<file path="config.mk">
export PLATFORM = sky130hd
export DESIGN_NAME = i2c_bit_level_master_core
export DESIGN_NICKNAME = d
export VERILOG_FILES = /design/src/rtl/core/i2cm_pkg.sv /design/src/rtl/core/i2c_bit_level_master_core.sv /design/src/rtl/core/i2cm_front.sv /design/src/rtl/core/i2cm_back.sv
export SDC_FILE = /design/constraint.sdc
export NUM_CORES = 1
export LEC_CHECK = 0
export ABC_AREA = 0
export BUFFER_PORTS_ARGS = -buffer_cell sky130_fd_sc_hd__buf_2
export CORE_UTILIZATION = 54
export CTS_CLUSTER_DIAMETER = 30
export DETAILED_ROUTE_END_ITERATION = 10
export PLACE_DENSITY = 0.76
export SLEW_MARGIN = 10
export SYNTH_ARGS = -nofsm -noshare
export SYNTH_HDL_FRONTEND = slang
export SYNTH_SLANG_ARGS = --single-unit
</file>
<file path="constraint.sdc">
create_clock -name clk -period 3.86 [get_ports clk]
set_input_delay 0.772 -clock clk [delete_from_list [all_inputs] [get_ports clk]]
set_output_delay 0.772 -clock clk [all_outputs]
set_load 0.02 [all_outputs]
</file>
<file path="src/rtl/core/i2cm_pkg.sv">
`timescale 1ns / 1ps
// Package for the bit-level I2C master core: request and result item types,
// command codes and sequencing constants. No dependencies.
package i2cm_pkg;

    localparam logic [2:0] REQ_TICK  = 3'd0;
    localparam logic [2:0] REQ_START = 3'd1;
    localparam logic [2:0] REQ_STOP  = 3'd2;
    localparam logic [2:0] REQ_WRITE = 3'd3;
    localparam logic [2:0] REQ_READ  = 3'd4;

    localparam int unsigned PHASE_W     = 5;
    localparam int unsigned TICK_W      = 16;
    localparam logic [PHASE_W-1:0] BYTE_PHASES = 5'd28;
    localparam logic [PHASE_W-1:0] EDGE_PHASES = 5'd3;
    localparam logic [PHASE_W-1:0] LAST_BIT_PHASE = 5'd24;
    localparam logic [PHASE_W-1:0] REL_PHASE  = 5'd25;
    localparam logic [PHASE_W-1:0] HIGH_PHASE = 5'd26;
    localparam logic [TICK_W-1:0] PHASE_TICKS_RESET = 16'd10;
    localparam int unsigned QUEUE_DEPTH_DEFAULT = 2;

    typedef enum logic [2:0] {
        CMD_IDLE  = 3'd0,
        CMD_START = 3'd1,
        CMD_STOP  = 3'd2,
        CMD_WRITE = 3'd3,
        CMD_READ  = 3'd4
    } cmd_t;

    typedef struct packed {
        logic [2:0] req_type;
        logic [7:0] tx_byte;
        logic       send_nack;
        logic       sda_in;
    } req_item_t;

    typedef struct packed {
        cmd_t       cmd;
        logic [7:0] tx_byte;
        logic       send_nack;
        logic       sda_in;
    } tick_item_t;

    typedef struct packed {
        logic       scl_level;
        logic       sda_level;
        logic       sda_released;
        logic       busy_res;
        logic       done_res;
        logic [7:0] rx_byte;
        logic       ack_missing;
        logic       cmd_refused;
    } res_item_t;

endpackage

</file>
<file path="src/rtl/core/i2c_bit_level_master_core.sv">
`timescale 1ns / 1ps
// Bit-level I2C master core, top level. Instantiates i2cm_front and
// i2cm_back; types and constants come from i2cm_pkg.
//
// Usage: each request on the req channel is one timebase tick. Its req_type
// may carry a start, stop, write byte or read byte command; sda_in is the
// sampled bus level. For every request exactly one result comes out on the
// res channel with the SCL/SDA levels to drive, busy, a done pulse, the
// received byte, the acknowledge status and a refused flag.
// A request is taken at a clock edge where req_valid is high and req_stall
// low; results move the same way on res_valid and res_stall.
// A request passes through the request queue, then through the sequencer
// into the result register. Throughput is one request per cycle while the
// receiver does not stall. When the receiver stalls, the result register
// holds and the queue of QUEUE_DEPTH entries fills; req_stall rises once
// it is full. Reset empties the queue, drops res_valid, releases SCL and
// SDA high and sets the phase length register to ten ticks. cfg_we writes
// phase_ticks.
module i2c_bit_level_master_core #(
    parameter int unsigned QUEUE_DEPTH = i2cm_pkg::QUEUE_DEPTH_DEFAULT
) (
    input  logic                 clk,
    input  logic                 rst_n,
    input  logic                 req_valid,
    output logic                 req_stall,
    input  i2cm_pkg::req_item_t  req_data,
    output logic                 res_valid,
    input  logic                 res_stall,
    output i2cm_pkg::res_item_t  res_data,
    input  logic                 cfg_we,
    input  logic [15:0]          cfg_wdata
);

    logic                 tick_valid;
    logic                 tick_pop;
    i2cm_pkg::tick_item_t tick_data;

    i2cm_front #(
        .DEPTH (QUEUE_DEPTH)
    ) u_front (
        .clk        (clk),
        .rst_n      (rst_n),
        .req_valid  (req_valid),
        .req_stall  (req_stall),
        .req_data   (req_data),
        .tick_valid (tick_valid),
        .tick_pop   (tick_pop),
        .tick_data  (tick_data)
    );

    i2cm_back u_back (
        .clk        (clk),
        .rst_n      (rst_n),
        .cfg_we     (cfg_we),
        .cfg_wdata  (cfg_wdata),
        .tick_valid (tick_valid),
        .tick_pop   (tick_pop),
        .tick_data  (tick_data),
        .res_valid  (res_valid),
        .res_stall  (res_stall),
        .res_data   (res_data)
    );

endmodule

</file>
<file path="src/rtl/core/i2cm_front.sv">
`timescale 1ns / 1ps
// Front end of the I2C master core: accepts requests, decodes the command
// and holds decoded ticks in a small queue. Depends on i2cm_pkg.
module i2cm_front #(
    parameter int unsigned DEPTH = i2cm_pkg::QUEUE_DEPTH_DEFAULT
) (
    input  logic                  clk,
    input  logic                  rst_n,
    input  logic                  req_valid,
    output logic                  req_stall,
    input  i2cm_pkg::req_item_t   req_data,
    output logic                  tick_valid,
    input  logic                  tick_pop,
    output i2cm_pkg::tick_item_t  tick_data
);

    localparam int unsigned PTR_W = (DEPTH > 1) ? $clog2(DEPTH) : 1;
    localparam int unsigned CNT_W = $clog2(DEPTH + 1);
    localparam logic [PTR_W-1:0] PTR_LAST = PTR_W'(DEPTH - 1);
    localparam logic [CNT_W-1:0] CNT_FULL = CNT_W'(DEPTH);

    i2cm_pkg::tick_item_t store_reg [DEPTH];
    i2cm_pkg::tick_item_t decoded;
    logic [PTR_W-1:0] wr_ptr_reg, wr_ptr_next;
    logic [PTR_W-1:0] rd_ptr_reg, rd_ptr_next;
    logic [CNT_W-1:0] count_reg, count_next;
    logic push;
    logic pop;

    always_comb
    begin
        decoded.tx_byte   = req_data.tx_byte;
        decoded.send_nack = req_data.send_nack;
        decoded.sda_in    = req_data.sda_in;
        case (req_data.req_type)
            i2cm_pkg::REQ_START: decoded.cmd = i2cm_pkg::CMD_START;
            i2cm_pkg::REQ_STOP:  decoded.cmd = i2cm_pkg::CMD_STOP;
            i2cm_pkg::REQ_WRITE: decoded.cmd = i2cm_pkg::CMD_WRITE;
            i2cm_pkg::REQ_READ:  decoded.cmd = i2cm_pkg::CMD_READ;
            default:             decoded.cmd = i2cm_pkg::CMD_IDLE;
        endcase
    end

    assign req_stall  = (count_reg == CNT_FULL);
    assign tick_valid = (count_reg != '0);
    assign tick_data  = store_reg[rd_ptr_reg];
    assign push = req_valid && !req_stall;
    assign pop  = tick_pop && tick_valid;

    always_comb
    begin
        wr_ptr_next = wr_ptr_reg;
        rd_ptr_next = rd_ptr_reg;
        count_next  = count_reg;
        if (push)
        begin
            wr_ptr_next = (wr_ptr_reg == PTR_LAST) ? '0 : wr_ptr_reg + 1'b1;
        end
        if (pop)
        begin
            rd_ptr_next = (rd_ptr_reg == PTR_LAST) ? '0 : rd_ptr_reg + 1'b1;
        end
        if (push && !pop)
        begin
            count_next = count_reg + 1'b1;
        end
        else if (pop && !push)
        begin
            count_next = count_reg - 1'b1;
        end
    end

    always_ff @(posedge clk or negedge rst_n)
    begin
        if (!rst_n)
        begin
            wr_ptr_reg <= '0;
            rd_ptr_reg <= '0;
            count_reg  <= '0;
        end
        else
        begin
            wr_ptr_reg <= wr_ptr_next;
            rd_ptr_reg <= rd_ptr_next;
            count_reg  <= count_next;
        end
    end

    always_ff @(posedge clk)
    begin
        if (push)
        begin
            store_reg[wr_ptr_reg] <= decoded;
        end
    end

endmodule

</file>
<file path="src/rtl/core/i2cm_back.sv">
`timescale 1ns / 1ps
// Back end of the I2C master core: the phase sequencer, the phase length
// register and the result register. Depends on i2cm_pkg.
module i2cm_back (
    input  logic                  clk,
    input  logic                  rst_n,
    input  logic                  cfg_we,
    input  logic [15:0]           cfg_wdata,
    input  logic                  tick_valid,
    output logic                  tick_pop,
    input  i2cm_pkg::tick_item_t  tick_data,
    output logic                  res_valid,
    input  logic                  res_stall,
    output i2cm_pkg::res_item_t   res_data
);

    localparam int unsigned PW = i2cm_pkg::PHASE_W;
    localparam int unsigned TW = i2cm_pkg::TICK_W;

    i2cm_pkg::cmd_t   cmd_reg, cmd_next;
    logic [PW-1:0]    phase_reg, phase_next;
    logic [TW-1:0]    tick_reg, tick_next;
    logic [1:0]       sub_reg, sub_next;
    logic [7:0]       shift_reg, shift_next;
    logic             nack_reg, nack_next;
    logic             scl_reg, scl_next;
    logic             sda_reg, sda_next;
    logic             rel_reg, rel_next;
    logic             ack_reg, ack_next;
    logic [7:0]       rx_reg, rx_next;
    logic [TW-1:0]    phase_ticks_reg;
    logic             res_valid_reg;
    i2cm_pkg::res_item_t res_reg, res_next;

    logic [TW-1:0]    limit;
    logic [TW:0]      tick_inc;
    logic [PW-1:0]    ph_new;
    logic [PW-1:0]    ph_count;
    logic [PW-1:0]    enter_ph;
    i2cm_pkg::cmd_t   enter_cmd;
    logic             do_enter;
    logic [1:0]       sub_new;
    logic             refused;
    logic             done;

    assign tick_pop  = tick_valid && (!res_valid_reg || !res_stall);
    assign res_valid = res_valid_reg;
    assign res_data  = res_reg;
    assign limit     = (phase_ticks_reg == '0) ? TW'(1) : phase_ticks_reg;
    assign tick_inc  = {1'b0, tick_reg} + 1'b1;
    assign ph_new    = phase_reg + 1'b1;
    assign ph_count  = (cmd_reg == i2cm_pkg::CMD_WRITE || cmd_reg == i2cm_pkg::CMD_READ)
                       ? i2cm_pkg::BYTE_PHASES : i2cm_pkg::EDGE_PHASES;

    always_comb
    begin
        cmd_next   = cmd_reg;
        phase_next = phase_reg;
        tick_next  = tick_reg;
        sub_next   = sub_reg;
        shift_next = shift_reg;
        nack_next  = nack_reg;
        scl_next   = scl_reg;
        sda_next   = sda_reg;
        rel_next   = rel_reg;
        ack_next   = ack_reg;
        rx_next    = rx_reg;
        refused    = 1'b0;
        done       = 1'b0;
        do_enter   = 1'b0;
        enter_cmd  = cmd_reg;
        enter_ph   = ph_new;
        sub_new    = '0;

        if (cmd_reg != i2cm_pkg::CMD_IDLE)
        begin
            refused = (tick_data.cmd != i2cm_pkg::CMD_IDLE);
            if (tick_inc >= {1'b0, limit})
            begin
                tick_next = '0;
                if (ph_new >= ph_count)
                begin
                    cmd_next   = i2cm_pkg::CMD_IDLE;
                    phase_next = '0;
                    done       = 1'b1;
                end
                else
                begin
                    phase_next = ph_new;
                    do_enter   = 1'b1;
                end
            end
            else
            begin
                tick_next = tick_inc[TW-1:0];
            end
        end
        else if (tick_data.cmd != i2cm_pkg::CMD_IDLE)
        begin
            cmd_next   = tick_data.cmd;
            phase_next = '0;
            tick_next  = '0;
            enter_cmd  = tick_data.cmd;
            enter_ph   = '0;
            do_enter   = 1'b1;
            if (tick_data.cmd == i2cm_pkg::CMD_WRITE)
            begin
                shift_next = tick_data.tx_byte;
                ack_next   = 1'b0;
            end
            else if (tick_data.cmd == i2cm_pkg::CMD_READ)
            begin
                nack_next = tick_data.send_nack;
                rx_next   = '0;
            end
        end

        if (enter_ph == PW'(1))
        begin
            sub_new = '0;
        end
        else
        begin
            sub_new = (sub_reg == 2'd2) ? 2'd0 : sub_reg + 2'd1;
        end

        if (do_enter)
        begin
            case (enter_cmd)
                i2cm_pkg::CMD_START,
                i2cm_pkg::CMD_STOP:
                begin
                    rel_next = 1'b0;
                    if (enter_ph == '0)
                    begin
                        sda_next = (enter_cmd == i2cm_pkg::CMD_START);
                    end
                    else if (enter_ph == PW'(1))
                    begin
                        scl_next = 1'b1;
                    end
                    else
                    begin
                        sda_next = (enter_cmd == i2cm_pkg::CMD_STOP);
                    end
                end
                i2cm_pkg::CMD_WRITE:
                begin
                    if (enter_ph == '0)
                    begin
                        rel_next = 1'b0;
                        scl_next = 1'b0;
                    end
                    else if (enter_ph <= i2cm_pkg::LAST_BIT_PHASE)
                    begin
                        sub_next = sub_new;
                        if (sub_new == 2'd0)
                        begin
                            sda_next   = shift_next[7];
                            shift_next = {shift_next[6:0], 1'b0};
                        end
                        else
                        begin
                            scl_next = (sub_new == 2'd1);
                        end
                    end
                    else if (enter_ph == i2cm_pkg::REL_PHASE)
                    begin
                        rel_next = 1'b1;
                        sda_next = 1'b1;
                    end
                    else if (enter_ph == i2cm_pkg::HIGH_PHASE)
                    begin
                        scl_next = 1'b1;
                    end
                    else
                    begin
                        ack_next = tick_data.sda_in;
                        scl_next = 1'b0;
                    end
                end
                i2cm_pkg::CMD_READ:
                begin
                    if (enter_ph == '0)
                    begin
                        rel_next = 1'b1;
                        scl_next = 1'b1;
                    end
                    else if (enter_ph <= i2cm_pkg::LAST_BIT_PHASE)
                    begin
                        sub_next = sub_new;
                        if (sub_new == 2'd0)
                        begin
                            rx_next = {rx_next[6:0], tick_data.sda_in};
                        end
                        else
                        begin
                            scl_next = (sub_new == 2'd2);
                        end
                    end
                    else if (enter_ph == i2cm_pkg::REL_PHASE)
                    begin
                        rel_next = 1'b0;
                        scl_next = 1'b0;
                        sda_next = nack_next;
                    end
                    else if (enter_ph == i2cm_pkg::HIGH_PHASE)
                    begin
                        scl_next = 1'b1;
                    end
                    else
                    begin
                        scl_next = 1'b0;
                    end
                end
                default:
                begin
                    scl_next = scl_reg;
                end
            endcase
        end

        res_next.scl_level    = scl_next;
        res_next.sda_level    = sda_next;
        res_next.sda_released = rel_next;
        res_next.busy_res     = (cmd_next != i2cm_pkg::CMD_IDLE);
        res_next.done_res     = done;
        res_next.rx_byte      = rx_next;
        res_next.ack_missing  = ack_next;
        res_next.cmd_refused  = refused;
    end

    always_ff @(posedge clk or negedge rst_n)
    begin
        if (!rst_n)
        begin
            cmd_reg         <= i2cm_pkg::CMD_IDLE;
            phase_reg       <= '0;
            tick_reg        <= '0;
            sub_reg         <= '0;
            shift_reg       <= '0;
            nack_reg        <= 1'b0;
            scl_reg         <= 1'b1;
            sda_reg         <= 1'b1;
            rel_reg         <= 1'b0;
            ack_reg         <= 1'b0;
            rx_reg          <= '0;
            phase_ticks_reg <= i2cm_pkg::PHASE_TICKS_RESET;
            res_valid_reg   <= 1'b0;
        end
        else
        begin
            if (cfg_we)
            begin
                phase_ticks_reg <= cfg_wdata;
            end
            if (tick_pop)
            begin
                cmd_reg   <= cmd_next;
                phase_reg <= phase_next;
                tick_reg  <= tick_next;
                sub_reg   <= sub_next;
                shift_reg <= shift_next;
                nack_reg  <= nack_next;
                scl_reg   <= scl_next;
                sda_reg   <= sda_next;
                rel_reg   <= rel_next;
                ack_reg   <= ack_next;
                rx_reg    <= rx_next;
                res_valid_reg <= 1'b1;
            end
            else if (!res_stall)
            begin
                res_valid_reg <= 1'b0;
            end
        end
    end

    always_ff @(posedge clk)
    begin
        if (tick_pop)
        begin
            res_reg <= res_next;
        end
    end

endmodule

</file>
### Word-level counts from Yosys, hierarchy flattened

Memories as Yosys holds them, arrays and structs flattened.
Index checks and enable logic that the tools add are counted.

| word-level totals | value |
|---|---|
| flip-flop bits (word level) | 83 |
| bits in writable memories | 26 |
| bits of input ports | 34 |
| output and inout port bits | 17 |
| memories kept | 1 |

Memories:

| name | words | width | read ports | clocked after Yosys merged registers in | wr ports | RTL line | RTL |
|---|---|---|---|---|---|---|---|
| u_front.store_reg | 2 | 13 | 1 | 0 | 1 | i2cm_front.sv:22 | `i2cm_pkg::tick_item_t store_reg [DEPTH];` |

| cells by class | value |
|---|---|
| add/sub/neg operators | 7 |
| magnitude comparators | 3 |
| equal/unequal tests | 21 |
| muxes and demuxes | 94 |
| bitwise operators | 1 |
| reduce and logical (&&, ||, !) cells | 27 |

Operators by type and width:

| operator | count |
|---|---|
| $mux W8 | 17 |
| $mux W16 | 4 |
| $mux W1 | 53 |
| $mux W5 | 7 |
| $eq A3 B2 Y1 const B | 6 |
| $add A16 B1 Y17 const B | 1 |
| $ge A17 B16 Y1 | 1 |
| $logic_not A16 Y1 | 1 |
| $mux W3 | 5 |
| $eq A3 B3 Y1 const B | 4 |
| $pmux W3 S4 | 1 |
| $eq A5 B5 Y1 const B | 2 |
| $pmux W1 S3 | 3 |
| $reduce_bool A3 Y1 | 3 |
| $mux W2 | 4 |
| $eq A2 B2 Y1 const B | 3 |
| $eq A3 B1 Y1 const B | 2 |
| $reduce_bool A2 Y1 | 3 |
| $add A5 B1 Y5 const B | 1 |
| $eq A5 B1 Y1 const B | 1 |
| $ge A5 B5 Y1 | 1 |
| $le A5 B5 Y1 const B | 1 |
| $logic_and A1 B1 Y1 | 5 |
| $logic_not A1 Y1 | 5 |
| 14 further kinds | 19 |

### Depth between registers and ports, before layout

Gate-level depths: netlist (run 1).
An unclocked memory read counts as a cell.

| depth | value |
|---|---|
| depth in word-level cells | 12 |
| depth in mapped cells | 16 |
| gate-level depth less buffers | 14 |

### Hierarchy

A second synthesis (run 1) with hierarchy kept.

| second synthesis, totals | value |
|---|---|
| cells, all modules | 571 |
| area total of the unflattened synthesis | 6,012.0 sq um |

Modules (own cells, without submodules):

| module | instances | cells an instance | area an instance (sq um) |
|---|---|---|---|
| i2cm_back | 1 | 509 | 4,850.9 |
| i2cm_front | 1 | 62 | 1,161.1 |

### Least setup slack after synthesis (run 1)

No wires, ideal clock.

| timing path | value |
|---|---|
| kind | register to register |
| from | register u_back.tick_reg[0] |
| to | register u_back.res_reg, in the netlist u_back.res_data[14], data pin |
| setup time | 260 ps |
| arrival time | 3,453 ps |
| data required time | 3,600 ps |
| slack | 147 ps |
| stages on the path, launching flop included | 14 |
| buffers on the path | 1 |
| clock period less this slack | 3,713 ps |
| cell sequence | dfrtp_1 ha_1 nand4_1 nor4_2 xor2_1 ha_1 a2111oi_0 o21ai_0 a22o_1 o21ai_0 a21o_2 buf_2 a21oi_1 mux2_2 |

RTL lines:

| what | RTL line | RTL |
|---|---|---|
| start, declared | i2cm_back.sv:22 | `logic [TW-1:0] tick_reg, tick_next;` |
| start signal, assigned | i2cm_back.sv:261 | `tick_reg <= tick_next;` |
| end signal, assigned | i2cm_back.sv:283 | `res_reg <= res_next;` |
| end, declared | i2cm_back.sv:33 | `i2cm_pkg::res_item_t res_reg, res_next;` |

### Worst setup path in the final report (run 1)

| timing path | value |
|---|---|
| from | register u_back.tick_reg[0] |
| to | register u_back.res_reg, in the netlist u_back.res_data[12], data pin |

| between the ends | value |
|---|---|
| longest elaborated chain between the ends | 5 |

Ends and longest elaborated chain:

| what | RTL line | RTL |
|---|---|---|
| $add A16 B1 Y17 | i2cm_back.sv:50 | `assign tick_inc = {1'b0, tick_reg} + 1'b1;` |
| $ge A17 B16 Y1 | i2cm_back.sv:78 | `if (tick_inc >= {1'b0, limit})` |
| $mux W1 | i2cm_back.sv:78 |  |
| $mux W1 | i2cm_back.sv:75 | `if (cmd_reg != i2cm_pkg::CMD_IDLE)` |
| $mux W1 | i2cm_back.sv:127 | `if (do_enter)` |
| via u_back.rel_next | i2cm_back.sv:28 | `logic rel_reg, rel_next;` |

The timed path passes the listed nets, and every way through them passes these cells.
A chain may end at the register's enable or synchronous reset.

==> results of run 1 <==
through the flow:
stage                     setup TNS, ps  utilization, %
after global routing              -20.4            63.1
after detailed placement           -691            59.8
after floorplan                       0               -
after global placement                0            59.8
after CTS                             0            62.6
final                                 0            63.1
power by group:
part | leakage, nW | switching, mW | total, mW | internal, mW
Sequential | 1.18 | 0.246 | 1.76 | 1.51
Combinational | 1.62 | 1.12 | 1.85 | 0.726
Clock | 0.140 | 0.427 | 0.937 | 0.510
layout make-up:
cell class                 instances  area, µm²
fill                             895       4040
sequential                       109       2940
inverter                          33        124
multi-input combinational        410       2960
timing repair buffer              67        403
tap                              140        175
clock inverter                     6       71.3
clock buffer                      10        229
kinds of logic (layout without fill, tap and decap cells):
| family | after synthesis | count (layout) | synth area share [%] |
|---|---|---|---|
| buffers and inverters | 64 | 116 | 4.41 |
| flip-flops | 109 | 109 | 48.1 |
| AND/OR/NAND/NOR | 178 | 178 | 15.2 |
| XOR/XNOR | 22 | 22 | 3.16 |
| adder cells (fa/ha/maj) | 24 | 24 | 4.92 |
| multiplexers | 22 | 22 | 3.73 |
| AO/OA/AOI/OAI | 164 | 164 | 20.4 |
layer usage:
metal | vias to the layer above | routed length, µm
met1 | 2246 | 5730
met5 | - | 0
met4 | 0 | 315
li1 | 2289 | -
met3 | 27 | 702
met2 | 154 | 6240
placed cells by master (no fill, tap or decap), types with 3 or more instances in the layout:
cell type,count
dfrtp_1,62
a31oi_1,3
a21oi_1,21
inv_1,32
and3_1,13
or3_1,4
dfstp_2,4
buf_4,15
mux2i_1,16
buf_2,50
nor2b_1,6
a211oi_1,12
nor2_1,33
o21ai_0,37
nor3_1,10
nor3_2,3
and2_1,3
nand2b_1,6
edfxtp_1,41
or2_1,3
a221o_1,11
xnor2_1,15
mux2_2,6
nand3_1,13
nand4_1,4
or4_1,4
a32o_1,15
ha_1,24
nor4_1,5
xor2_1,7
a2bb2oi_1,3
clkbuf_16,9
o211a_1,5
a21o_1,10
nand2_1,53
o41ai_1,5
what timing repair did:
action,CTS,global route
hold buffers,0,0
gates resized for setup,1,11
pin swaps,1,0
gates cloned,0,0
setup endpoints to repair,27,38
final timing paths:
path                                    startpoint                   to  slack, ps  depth (start not counted)
max in group asynchronous                    rst_n   u_back.tick_reg[3]       2630                          2
worst max-delay path            u_back.tick_reg[0]  u_back.res_data[12]        150                         14
worst min-delay path            u_front.wr_ptr_reg   u_front.wr_ptr_reg        500                          1
worst min register to register  u_front.wr_ptr_reg   u_front.wr_ptr_reg        500                          1
worst max register to register  u_back.tick_reg[0]  u_back.res_data[12]        150                         14
min in group asynchronous                    rst_n    u_back.cmd_reg[1]        610                          2
==> qor.yml, run 1 <==
cells_and_area:
  antenna_cells: 0
  design_area_um2: 6900
  area_delta_synth_final_pct: 13.0
  fin_nets: 688
  largest_reg_flops: 26
  fin_cells: 775
  drive_above_1_share_pct: 18.7
yosys:
  ys_ff_latch: 109
  ys_types: 80
  synthTopCellsByArea: "dfrtp_1, edfxtp_1, ha_1, nand2_1, o21ai_0"
  avgSynthCellArea_um2: 10.5
  synthCells: 583
  synthTopCellsByCount: "dfrtp_1, nand2_1, edfxtp_1, o21ai_0, nor2_1"
  yosys_warnings: 0
  syn_area_um2: 6100
  synth_top_cell_by_area: "dfrtp_1"
  synth-main-ff-cell: "dfrtp_1"
  synth.top_cell.area_share_pct: 26.2
  synth_most_common_cell: "dfrtp_1"
  synthArstFlopShare_pct: 62.4
  syn_nets: 641
  synth-edff-count: 41
  ys_seq_area_share_pct: 48.1
clock_network:
  cts.sinks: 109
  clk_pin_slew_ps: 70
  post-cts-setup-buffer-count: 0
  cts-htree-levels: 3
  root_buffer: "clkbuf_16"
  clkLatencyLatePin_ps: 360
  clk_path_buf_depth: 2
  cts_tree: "yes"
  numCtsBuffers: 9
sta:
  setup_viol_count_final: 0
  hold_viol: 0
  layout_setup_ws_ps: 145
  fin_worst_skew_ps: 9.10
  min_period_ps: 3710
  period_share_pct: 96.2
  fmax_mhz: 269
  tightest_slew_ps: 1010
  whs_ps: 502
  finalMaxSlewViolations: 0
  slew_headroom_pct: 32.6
floorplan:
  start_util_pct: 55.8
  die_y_um: 108
  pin_count: 51
  core_um2: 10900
  die_x_um: 108
  die_area_um2: 11700
  row_count: 38
power_and_ir_drop:
  p_per_area_nw_per_um2: 659
  leakagePower_nw: 2.94
  vdd_drop_max_mv: 0.405
  power.total_mw: 4.54
worst_setup_path:
  cp.arrival_ps: 3820
  setup.worst_path.end_class: "flip-flop"
  path_delay_family: "compound AO/OA/AOI/OAI gates"
  cp.required_ps: 3960
  crit_chain: "ha_1 -> nand4_1 -> nor4_4 -> xor2_1 -> ha_1 -> a2111oi_2 -> o21ai_0 -> a22o_1 -> o21ai_0 -> buf_4 -> a21o_2 -> buf_4 -> a211oi_1 -> a2bb2oi_1"
  critPathKind: "reg2reg"
  crit_fanout: 10
  crit_path_start_kind: "flip-flop"
  critPathSlowestCell: "dfrtp_2"
  max_stage_delay_ps: 410
  cp.buffers_inverters: 2
placement:
  post-place-ws_ps: -68.4
  placed_area_um2: 6540
  placedCellCount: 759
  portBuffers: 50
  place_hpwl_um: 9300
  gp_congestion: 0.937
route:
  initialDrtViolationCount: 369
  wl_per_cell_um: 16.8
  firstDrtPassIters: 5
  num_vias: 4716
  routed_via_density: 6.09
  route.detailed.drc: 0
  postRouteAntennaNets: 0
  totalWireLength_um: 13000
global_routing:
  grt_remaining_overflow: 0
  antenna_found_initial: 0
  grt-busiest-layer: "met2"
  grt_pass1_wl_um: 21300
  grtUsageTotal_pct: 23.5
  use_met3_pct: 4.94
  grt_pass1_vias: 4487
  use_met1_pct: 30.8
  gr-usage-met2_pct: 38.1
  grt_max_degree: 69
job:
  drv_cap: 0
status:
  status: "finished, final reports clean"
hold_path:
  min-delay-path-class: "reg2reg"
(Power assumes the default switching activity.)
==> run 2: changes to the inputs <==
Settings changed: MAX_ROUTING_LAYER from default to met4.
==> run 2 against run 1 <==
Combinational power about the same. Maximum frequency up 2.5%. Hold slack better by 8.3 ps. Via count about the same. First-iteration DRC count down 16%. Critical path type unchanged.
==> qor.yml, run 2 (synthesized netlist as in run 1, its figures left out) <==
status:
  status: "finished, final reports clean"
clock_network:
  clk_pin_slew_ps: 70
  post-cts-setup-buffer-count: 0
  cts.sinks: 109
  cts-htree-levels: 3
  clkLatencyLatePin_ps: 360
  cts_hold_buf: 0
  numCtsBuffers: 9
  root_buffer: "clkbuf_16"
  cts_tree: "yes"
  clk_path_buf_depth: 2
worst_setup_path:
  cp.arrival_ps: 3720
  critPathKind: "reg2reg"
  crit_path_start_kind: "flip-flop"
  cp.required_ps: 3960
  crit_fanout: 22
  setup.worst_path.end_class: "flip-flop"
cells_and_area:
  drive_above_1_share_pct: 18.5
  ff_latch_area_um2: 2940
  mostFrequentLayoutCell: "dfrtp_1"
  multi_input_area_um2: 2940
  largest_reg_flops: 26
  design_area_um2: 6840
  layout_common_cells: "dfrtp_1, nand2_1, buf_2, edfxtp_1, o21ai_0"
  area_delta_synth_final_pct: 12.0
  antenna_cells: 0
  num-fill-cells: 900
  fin_nets: 686
sta:
  tightest_slew_ps: 1020
  finalMaxSlewViolations: 0
  fin_worst_skew_ps: 8.43
  period_share_pct: 93.9
  min_period_ps: 3620
  setup_viol_count_final: 0
  fmax_mhz: 276
  whs_ps: 510
  hold_viol: 0
  slew_headroom_pct: 32.0
power_and_ir_drop:
  p_per_area_nw_per_um2: 653
  vdd_drop_max_mv: 0.547
  leakagePower_nw: 2.89
  power.total_mw: 4.46
global_routing:
  antenna_found_initial: 0
  grt_pass1_vias: 4472
  grtUsageTotal_pct: 24.9
  grt_remaining_overflow: 0
  grt_pass1_wl_um: 21800
  grt_max_degree: 69
placement:
  place_hpwl_um: 9360
  placed_area_um2: 6530
  portBuffers: 50
  gp_congestion: 0.933
job:
  drv_cap: 0
floorplan:
  core_um2: 10900
  die_y_um: 108
  row_count: 38
  start_util_pct: 55.8
  die_area_um2: 11700
  die_x_um: 108
  pin_count: 51
route:
  routed_via_density: 6.11
  postRouteAntennaNets: 0
  wl_per_cell_um: 17.0
  totalWireLength_um: 13100
  num_vias: 4720
  firstDrtPassIters: 6
  initialDrtViolationCount: 311
  route.detailed.drc: 0
hold_path:
  min-delay-path-class: "reg2reg"
==> run 2: changes by cell type in the layout (fill, tap and decap cells not counted), moves of 2 or more <==
cell / change
buf_4: -2
clkinvlp_4: -2
clkbuf_1: +2
clkinv_4: +2
inv_8: -2
a2111oi_0: +2
==> run 2: per-stage QoR <==
step / setup TNS [ps] / worst slack (ps) / instances / util, %
5_1_grt: -70.0 / -36.5 / 773 / 62.5
3_5_place_dp: -26.1 / -26.1 / 757 / 59.7
2_1_floorplan: 0 / 147 / 583 / -
4_1_cts: 0 / 32.8 / 773 / 62.3
3_3_place_gp: 0 / 104 / 757 / 59.7
6_report: 0 / 236 / 773 / 62.5
==> run 2: final timing paths <==
path,startpoint,end,slack (ps),cells past startpoint
setup / recovery,u_back.tick_reg[0],u_back.res_data[1],240,14
hold / removal,u_back.rx_reg[7],u_back.rx_reg[7],510,2
setup reg to reg,u_back.tick_reg[0],u_back.res_data[1],240,14
hold reg to reg,u_back.rx_reg[7],u_back.rx_reg[7],510,2
max in group asynchronous,rst_n,u_back.tick_reg[3],2620,2
min in group asynchronous,rst_n,u_back.cmd_reg[0],610,2
==> run 2: what timing repair did <==
item                                    CTS  global route
endpoints found under the setup margin    2            57
resized for setup                         2             8
pin swaps                                 0             1
==> run 2: cell type report <==
| cell class | count | share of cell area [%] |
|---|---|---|
| Inverter | 33 | 1.81 |
| Clock buffer | 13 | 3.66 |
| Multi-Input combinational cell | 410 | 43.0 |
| Tap cell | 140 | 2.56 |
| Clock inverter | 3 | 0.329 |
| Sequential cell | 109 | 43.0 |
| Timing Repair Buffer | 65 | 5.67 |
==> run 2: per-layer routing <==
metal / share of wire (%) / track usage, %
met1: 44 / 31.3
met4: 2.3 / 8.49
met2: 49 / 39.0
met5: 0 / -
met3: 4.6 / 6.87
==> run 2: power breakdown <==
part / switching, mW / leakage (nW) / total [mW] / internal (mW)
clock network: 0.404 / 0.134 / 0.862 / 0.458
registers: 0.256 / 1.18 / 1.77 / 1.52
logic: 1.11 / 1.57 / 1.83 / 0.723
==> run 2: critical path: stages, from the launching register on <==
cell and delay, ps:
dfrtp_2 400, and3_1 170, nand3_1 110, or2_2 370
nor3_2 220, nand2_1 130, xnor2_1 150, ha_1 300
nand4_1 130, nor2_2 160, o311a_1 200, o21ai_2 90
a21o_2 250, buf_12 170, o41ai_1 520
==> run 3: changes to the inputs <==
Settings changed: SYNTH_HIERARCHICAL from default to 1.
==> run 3 against run 2 <==
Total power decreased by 1.2%. Maximum frequency decreased by 1.8%. Combinational power increased by 9%. Largest power group unchanged.
==> qor.yml, run 3 <==
yosys:
  ys_seq_area_share_pct: 48.9
  avgSynthCellArea_um2: 10.5
  synthTopCellsByArea: "dfrtp_1, edfxtp_1, ha_1, o21ai_0, nand2_1"
  yosys_warnings: 6
  syn_area_um2: 6010
  synth-main-ff-cell: "dfrtp_1"
  ys_ff_latch: 109
  synth_top_cell_by_area: "dfrtp_1"
  ys_types: 70
  synthCells: 571
  synth-edff-count: 41
  synthTopCellsByCount: "dfrtp_1, nand2_1, o21ai_0, edfxtp_1, a21oi_1"
  synthArstFlopShare_pct: 62.4
  synth.top_cell.area_share_pct: 26.6
  syn_nets: 629
power_and_ir_drop:
  p_switching_mw: 1.84
  p_clk_share_pct: 16.4
  p_int_mw: 2.57
  power.share.sequential_pct: 38.5
  leakagePower_nw: 2.97
  switching_share_pct: 41.8
  p_per_area_nw_per_um2: 656
  combPwrFrac_pct: 45.1
  vdd_drop_max_mv: 0.399
placement:
  post-place-ws_ps: -14.1
  portBuffers: 50
  place_hpwl_um: 9290
  placed_area_um2: 6400
  gp_congestion: 0.934
global_routing:
  grt_pass1_wl_um: 21200
  grt_remaining_overflow: 0
  antenna_found_initial: 0
  grt_pass1_vias: 4335
  grtUsageTotal_pct: 24.3
  grt_max_degree: 48
route:
  wl_per_cell_um: 16.8
  dr_wl_met3_um: 598
  met1Wirelength_um: 5910
  initialDrtViolationCount: 345
  wl_met2_um: 6110
  totalWireLength_um: 12900
  dr.max_layer_used: "met4"
  postRouteAntennaNets: 0
  firstDrtPassIters: 5
  num_vias: 4570
  route.detailed.drc: 0
  routed_via_density: 5.94
cells_and_area:
  area_delta_synth_final_pct: 11.7
  antenna_cells: 0
  drive_above_1_share_pct: 21.1
  num-fill-cells: 910
  largest_reg_flops: 26
  fin_nets: 683
  design_area_um2: 6720
  mostFrequentLayoutCell: "nand2_1"
  layout_common_cells: "nand2_1, dfrtp_1, buf_2, o21ai_0, edfxtp_1"
floorplan:
  pin_count: 51
  die_x_um: 108
  core_um2: 10800
  die_y_um: 108
  die_area_um2: 11600
  row_count: 38
  start_util_pct: 55.5
clock_network:
  root_buffer: "clkbuf_8"
  numCtsBuffers: 9
  clk_pin_slew_ps: 110
  clk_path_buf_depth: 2
  cts-htree-levels: 3
  cts_tree: "yes"
  clkLatencyLatePin_ps: 380
  cts.sinks: 109
sta:
  tightest_slew_ps: 1110
  hold_viol: 0
  layout_setup_ws_ps: 170
  slew_headroom_pct: 25.8
  setup_viol_count_final: 0
  finalMaxSlewViolations: 0
  grt_setup_unrepaired: "no"
  period_share_pct: 95.6
  fin_worst_skew_ps: 10.9
  fmax_mhz: 271
  min_period_ps: 3690
worst_setup_path:
  cp.arrival_ps: 3820
  crit_fanout: 14
  r2r-start: "u_back/tick_reg[2]"
  critPathKind: "reg2reg"
  crit_start: "u_back/tick_reg[2]"
  crit_path_start_kind: "flip-flop"
  setup.worst_path.end_class: "flip-flop"
  cp.required_ps: 3990
job:
  drv_cap: 0
hold_path:
  min-delay-path-class: "in2async"
status:
  status: "finished, final reports clean"
-- run 3: worst paths after layout --
kind	cells after the start	slack, ps	to
hold reg to reg	1	510	u_back/ack_reg
hold / removal	1	350	u_back/rx_reg[6]
max in group asynchronous	2	2520	u_back/tick_reg[2]
setup reg to reg	15	170	u_back/res_data[6]
min in group clk	1	510	u_back/ack_reg
setup / recovery	15	170	u_back/res_data[6]
-- run 3: worst max-delay path, cell delays in order, from the launching register on --
cell and delay, ps:
dfrtp_2 450, and4_1 200, and2_1 170, and4_1 240
and3_1 200, xor2_1 160, ha_2 370, a21boi_0 90
o21ai_1 150, a31oi_2 140, o311ai_4 410, a21oi_4 160
buf_4 170, nor3_4 220, buf_4 210, o21ai_0 100
-- run 3: cells by family after synthesis --
kind of cell	Yosys count	synth area share (%)
XOR/XNOR	23	3.35
buffers and inverters	53	3.70
multiplexers	36	6.37
AND/OR/NAND/NOR	169	15.0
flip-flops	109	48.9
AO/OA/AOI/OAI	157	17.7
adder cells (fa/ha/maj)	24	4.99
-- run 3: power by group through the flow --
| stage | clock [mW] | combinational [mW] | sequential (mW) |
|---|---|---|---|
| floorplan | 0 | 1.39 | 1.71 |
| global route | 0.786 | 2.17 | 1.73 |
| global placement | 0 | 1.84 | 1.70 |
| finish | 0.723 | 1.99 | 1.70 |
| CTS | 0.742 | 1.92 | 1.70 |
| detailed placement | 0 | 1.90 | 1.72 |
-- run 3: stage by stage --
step	TNS, ps	total power, mW	utilization [%]	std cells	hold slack (ps)
floorplan	0	3.10	-	571	459
global placement	0	3.54	59.0	746	470
detailed placement	-14.1	3.62	59.0	746	482
CTS	0	4.36	61.1	765	375
global route	0	4.68	62.0	770	382
finish	0	4.41	62.0	770	347
-- run 3: area by class of cell --
class | count | area [µm²] | share of cell area [%]
timing repair buffer | 68 | 389 | 5.79
tap | 140 | 175 | 2.61
sequential | 109 | 2940 | 43.8
multi-input combinational | 410 | 2910 | 43.3
inverter | 27 | 101 | 1.51
clock buffer | 10 | 128 | 1.90
clock inverter | 6 | 76.3 | 1.14
-- run 3: routing by layer --
metal | vias up | GRT usage, %
li1 | 2201 | -
met1 | 2184 | 33.3
met2 | 161 | 38.1
met3 | 24 | 2.30
met4 | 0 | 8.71
met5 | - | -
-- run 3: timing repair --
item,CTS,global route
endpoints found under the hold margin,0,0
gates resized for setup,0,12
hold buffers,0,0
buffers inserted,3,4
gates cloned,0,1
pin swaps,1,4
endpoints found under the setup margin,4,42
